[src/mabt_pkg.sv]
// ----------------------------------------------------------------------------
// mabt_pkg
// Shared constants and types for the majority-ack broadcast tracker.
// ----------------------------------------------------------------------------
package mabt_pkg;

  localparam int unsigned MAX_PROCS_DEF = 16;
  localparam int unsigned MSG_SLOTS_DEF = 256;

  localparam int unsigned OP_W    = 1;
  localparam int unsigned PID_W   = 4;
  localparam int unsigned MSG_W   = 32;
  localparam int unsigned KIND_W  = 2;
  localparam int unsigned NPROC_W = 5;
  localparam int unsigned CFG_IDX_W  = 1;
  localparam int unsigned CFG_DATA_W = 5;

  typedef enum logic [OP_W-1:0] {
    OP_LOCAL = 1'b0,
    OP_RECV  = 1'b1
  } op_e;

  typedef enum logic [KIND_W-1:0] {
    KIND_FWD = 2'd0,
    KIND_DLV = 2'd1,
    KIND_ERR = 2'd2
  } kind_e;

  typedef enum logic [CFG_IDX_W-1:0] {
    REG_NUM_PROCS = 1'b0,
    REG_LOCAL_ID  = 1'b1
  } cfg_reg_e;

  typedef struct packed {
    logic  capture;
    logic  scan;
    logic  take_hit;
    logic  take_new;
    logic  modify;
    logic  commit;
    kind_e emit_kind;
  } cmd_t;

  typedef struct packed {
    logic hit;
    logic scan_done;
    logic full;
    logic fwd;
    logic deliver;
    logic deliver_pend;
  } sts_t;

endpackage

[src/mabt_ctrl.sv]
// ----------------------------------------------------------------------------
// mabt_ctrl
// Sequencer: table scan, read-modify-write, majority check, result issue.
// ----------------------------------------------------------------------------
module mabt_ctrl import mabt_pkg::*; (
  input  logic clk_i,
  input  logic rst_ni,
  input  logic req_valid_i,
  output logic req_ready_o,
  output logic rsp_valid_o,
  input  logic rsp_ready_i,
  output cmd_t cmd_o,
  input  sts_t sts_i
);

  typedef enum logic [6:0] {
    S_IDLE   = 7'b0000001,
    S_SCAN   = 7'b0000010,
    S_MODIFY = 7'b0000100,
    S_COMMIT = 7'b0001000,
    S_FWD    = 7'b0010000,
    S_DLV    = 7'b0100000,
    S_ERR    = 7'b1000000
  } state_e;

  state_e state_q, state_d;

  always_comb begin
    state_d         = state_q;
    cmd_o           = '0;
    cmd_o.emit_kind = KIND_FWD;
    req_ready_o     = 1'b0;
    rsp_valid_o     = 1'b0;
    case (state_q)
      S_IDLE: begin
        req_ready_o = 1'b1;
        if (req_valid_i) begin
          cmd_o.capture = 1'b1;
          state_d       = S_SCAN;
        end
      end
      S_SCAN: begin
        cmd_o.scan = 1'b1;
        if (sts_i.hit) begin
          cmd_o.take_hit = 1'b1;
          state_d        = S_MODIFY;
        end else if (sts_i.scan_done) begin
          if (sts_i.full) begin
            state_d = S_ERR;
          end else begin
            cmd_o.take_new = 1'b1;
            state_d        = S_MODIFY;
          end
        end
      end
      S_MODIFY: begin
        cmd_o.modify = 1'b1;
        state_d      = S_COMMIT;
      end
      S_COMMIT: begin
        cmd_o.commit = 1'b1;
        if (sts_i.fwd) begin
          state_d = S_FWD;
        end else if (sts_i.deliver) begin
          state_d = S_DLV;
        end else begin
          state_d = S_IDLE;
        end
      end
      S_FWD: begin
        rsp_valid_o     = 1'b1;
        cmd_o.emit_kind = KIND_FWD;
        if (rsp_ready_i) begin
          state_d = sts_i.deliver_pend ? S_DLV : S_IDLE;
        end
      end
      S_DLV: begin
        rsp_valid_o     = 1'b1;
        cmd_o.emit_kind = KIND_DLV;
        if (rsp_ready_i) begin
          state_d = S_IDLE;
        end
      end
      S_ERR: begin
        rsp_valid_o     = 1'b1;
        cmd_o.emit_kind = KIND_ERR;
        if (rsp_ready_i) begin
          state_d = S_IDLE;
        end
      end
      default: begin
        state_d = S_IDLE;
      end
    endcase
  end

  always_ff @(posedge clk_i or negedge rst_ni) begin
    if (!rst_ni) begin
      state_q <= S_IDLE;
    end else begin
      state_q <= state_d;
    end
  end

endmodule

[config.mk]
export PLATFORM = sky130hd
export DESIGN_NAME = mabt_ctrl
export DESIGN_NICKNAME = d
export VERILOG_FILES = /design/src/mabt_pkg.sv /design/src/mabt_ctrl.sv
export SDC_FILE = /design/constraint.sdc
export NUM_CORES = 1
export LEC_CHECK = 0
export BUFFER_PORTS_ARGS = -buffer_cell sky130_fd_sc_hd__buf_2
export CAP_MARGIN = 20
export CORE_AREA = 2 2 39 41
export CTS_BUF_LIST = sky130_fd_sc_hd__clkbuf_4
export DETAILED_ROUTE_END_ITERATION = 10
export DIE_AREA = 0 0 41 43
export PLACE_DENSITY_LB_ADDON = 0.12
export SLEW_MARGIN = 15
export SYNTH_ARGS = -nofsm -noshare
export SYNTH_HDL_FRONTEND = slang
export SYNTH_SLANG_ARGS = --single-unit
[constraint.sdc]
create_clock -name clk_i -period 2.15 [get_ports clk_i]
set_input_delay 0.5375 -clock clk_i [delete_from_list [all_inputs] [get_ports clk_i]]
set_output_delay 0.5375 -clock clk_i [all_outputs]
set_load 0.005 [all_outputs]
==> out/metrics.yaml <==
outcome:
  status: "complete, no violations"
global_route:
  grt_pass1_wl_mm: 1.99
  grt.overflow.total: 0
  grt_max_degree: 14
  grt_pass1_vias: 475
  antenna_found_initial: 0
  grt_util_all_layers_pct: 16.5
routing:
  dr.pass1.iters: 6
  wl_per_cell_um: 12.5
  vias_per_cell: 5.42
  drc_errors: 0
  dr.first_iter.drc_count: 6
  vias: 547
  ant_nets: 0
  routed_wl_mm: 1.27
timing:
  rsz0062_at_grt: "false"
  tightest_slew_ps: 421
  drv_slew: 0
  finalCriticalPeriod_ps: 2110
  clock_skew_ps: 1.71
  slew_headroom_pct: 71.9
  fmax_mhz: 475
  finalSetupViolCount: 0
  finalSetupTns_ps: 0
  hold_violations: 0
  fin_crit_sh_pct: 98.0
  finalHoldWorstSlack_ps: 110
final_layout:
  largest_register_ffs: 7
  fin_util_pct: 52.4
  n_fill_cell: 148
  top_register: "state_q"
  area_growth_pct: 32.2
  top_regs: "state_q x7"
  mostFrequentLayoutCell: "buf_2"
  final_cell_mix: "19 x buf_2, 6 x nor2_1"
  finalInstanceArea_um2: 724
  n_antenna_cell: 0
  finalNetCount: 96
  drive_gt1_share_pct: 47.1
clocking:
  cts_tree: "done"
  path_clk_slew_ps: 50
  clock-sinks: 7
  cts.path.max_buffers: 2
  clk_latency_ps: 250
  cts-root-buf: "clkbuf_4"
  htree_levels: 1
  cts_buffers: 3
  cts_hold_buf: 0
run:
  drv_cap: 0
synthesis:
  ys_seq_area_share_pct: 32.2
  synthCells: 62
  ys_warn_count: 0
  syn_area_um2: 548
  synth.avg_cell_area_um2: 8.84
  ys_ff_latch: 7
  synth_cell_type_count: 33
  syn_nets: 72
setup_path:
  max_stage_delay_ps: 470
  crit_type: "flop to primary output"
  crit_buf_inv: 1
  path_cells: "or3_4, nor4_2, buf_2"
  crit_family: "simple AND/OR/NAND/NOR gates"
  cp-end-kind: "primary output"
  ff2ff_path_depth: 4
  crit_slowest_cell: "dfrtp_2"
  worstPathMaxFanout: 8
  start_kind: "flop"
  crit_cells: 3
  arrival_ps: 1570
  crit_required_ps: 1610
placed_design:
  place_congestion: 0.750
  post-dp-hpwl_um: 946
  place_area_um2: 647
  io_buffers: 19
power:
  powerDensity_mw_per_mm2: 997
  p_leak_nw: 0.380
  power.internal_mw: 0.442
  p_comb_share_pct: 51.4
  switching_share_pct: 38.8
  vdd_ir_drop_max_mv: 0.600
  clockPowerShare_pct: 17.9
  switchingPower_mw: 0.280
  power_frac_seq_pct: 30.7
floorplan:
  initial_core_util_pct: 39.6
  rows: 14
  core-area_mm2: 0.00138
  die_width_um: 41
  ios: 20
  die_h_um: 43
  floorplan.die_area_mm2: 0.00176
hold_path:
  hold_class: "input port to asynchronous set/reset pin"
## cell usage after synthesis
master     number  share of area (%)
a211oi_1        1                1.4
a21o_1          1                1.4
a22oi_1         1                1.4
a311oi_1        1                1.6
a32oi_1         1                1.6
and2_1          1                1.1
and3_1          2                2.3
buf_2           1               0.91
buf_6           2                4.1
clkbuf_1        1               0.68
dfrtp_1         6                 27
dfstp_2         1                4.8
inv_1           4                2.7
mux2_1          1                2.1
mux2_2          2                4.1
nand2b_1        3                3.4
nand3_1         1               0.91
nand3b_1        1                1.4
nand4b_1        1                1.6
nor2_1          8                5.5
nor2b_1         4                4.6
nor3_1          4                3.7
nor4_1          3                3.4
nor4_2          1                2.3
nor4b_1         1                1.6
o211a_1         1                1.8
o21ai_0         2                1.8
o2bb2ai_1       1                1.6
o311a_2         1                2.1
o31ai_1         1                1.4
or3_4           1                2.1
or4b_1          1                1.8
xor2_1          1                1.6
## layout make-up
type	count	area (um^2)	area share, %
tap	16	20.0	2.76
sequential	7	179	24.7
multi-input combinational	47	355	49.1
inverter	4	15.0	2.07
clock buffer	4	30.0	4.15
timing repair buffer	23	125	17.3
## per-stage QoR
step | setup slack, ps | cells | total power [mW]
5_1_grt | 4.51 | 101 | 0.777
3_5_place_dp | 191 | 95 | 0.568
3_3_place_gp | 192 | 95 | 0.567
2_1_floorplan | 269 | 62 | 0.473
4_1_cts | 13.0 | 99 | 0.703
6_report | 43.3 | 101 | 0.722
## per-layer routing
metal  routed length [um]  GRT usage, %  part of all wire (%)
met1                  586          23.1                    46
met2                  642          24.4                    51
met3                   32          1.57                   2.5
met4                    5          8.00                  0.39
met5                    0             0                     0
## power groups by stage
stage	logic, mW	clock network (mW)	registers [mW]
after floorplan	0.271	0	0.202
after global placement	0.356	0	0.211
after detailed placement	0.355	0	0.212
after CTS	0.356	0.136	0.211
after global routing	0.407	0.142	0.228
final	0.371	0.129	0.222
## cell families (layout without fill, tap and decap cells)
group                     after synthesis  count (layout)  share of synthesized area [%]
muxes                                   3               3                           6.16
and+or+nand+nor                        32              32                           35.6
xor gates and xnor gates                1               1                           1.60
buffers and inverters                   8              31                           8.44
AOI/OAI and AO/OA                      11              11                           16.0
DFF                                     7               7                           32.2
## repair_timing
| item | in CTS | in global routing |
|---|---|---|
| setup endpoints to repair | 1 | 4 |
| pin swaps | 0 | 1 |
| resized for setup | 1 | 8 |
| setup buffers | 0 | 2 |
## path summary, 6_finish.rpt
| kind | startpoint | endpoint | slack [ps] |
|---|---|---|---|
| hold reg to reg | state_q[5] | state_q[3] | 610 |
| min in group clk_i | state_q[5] | state_q[3] | 610 |
| max in group asynchronous | rst_ni | state_q[0] | 1810 |
| setup reg to reg | state_q[4] | state_q[5] | 190 |
| setup / recovery | state_q[4] | cmd_o[2] | 40 |
| hold / removal | rst_ni | state_q[6] | 110 |
Note: power is estimated with default switching activity, not from simulation.
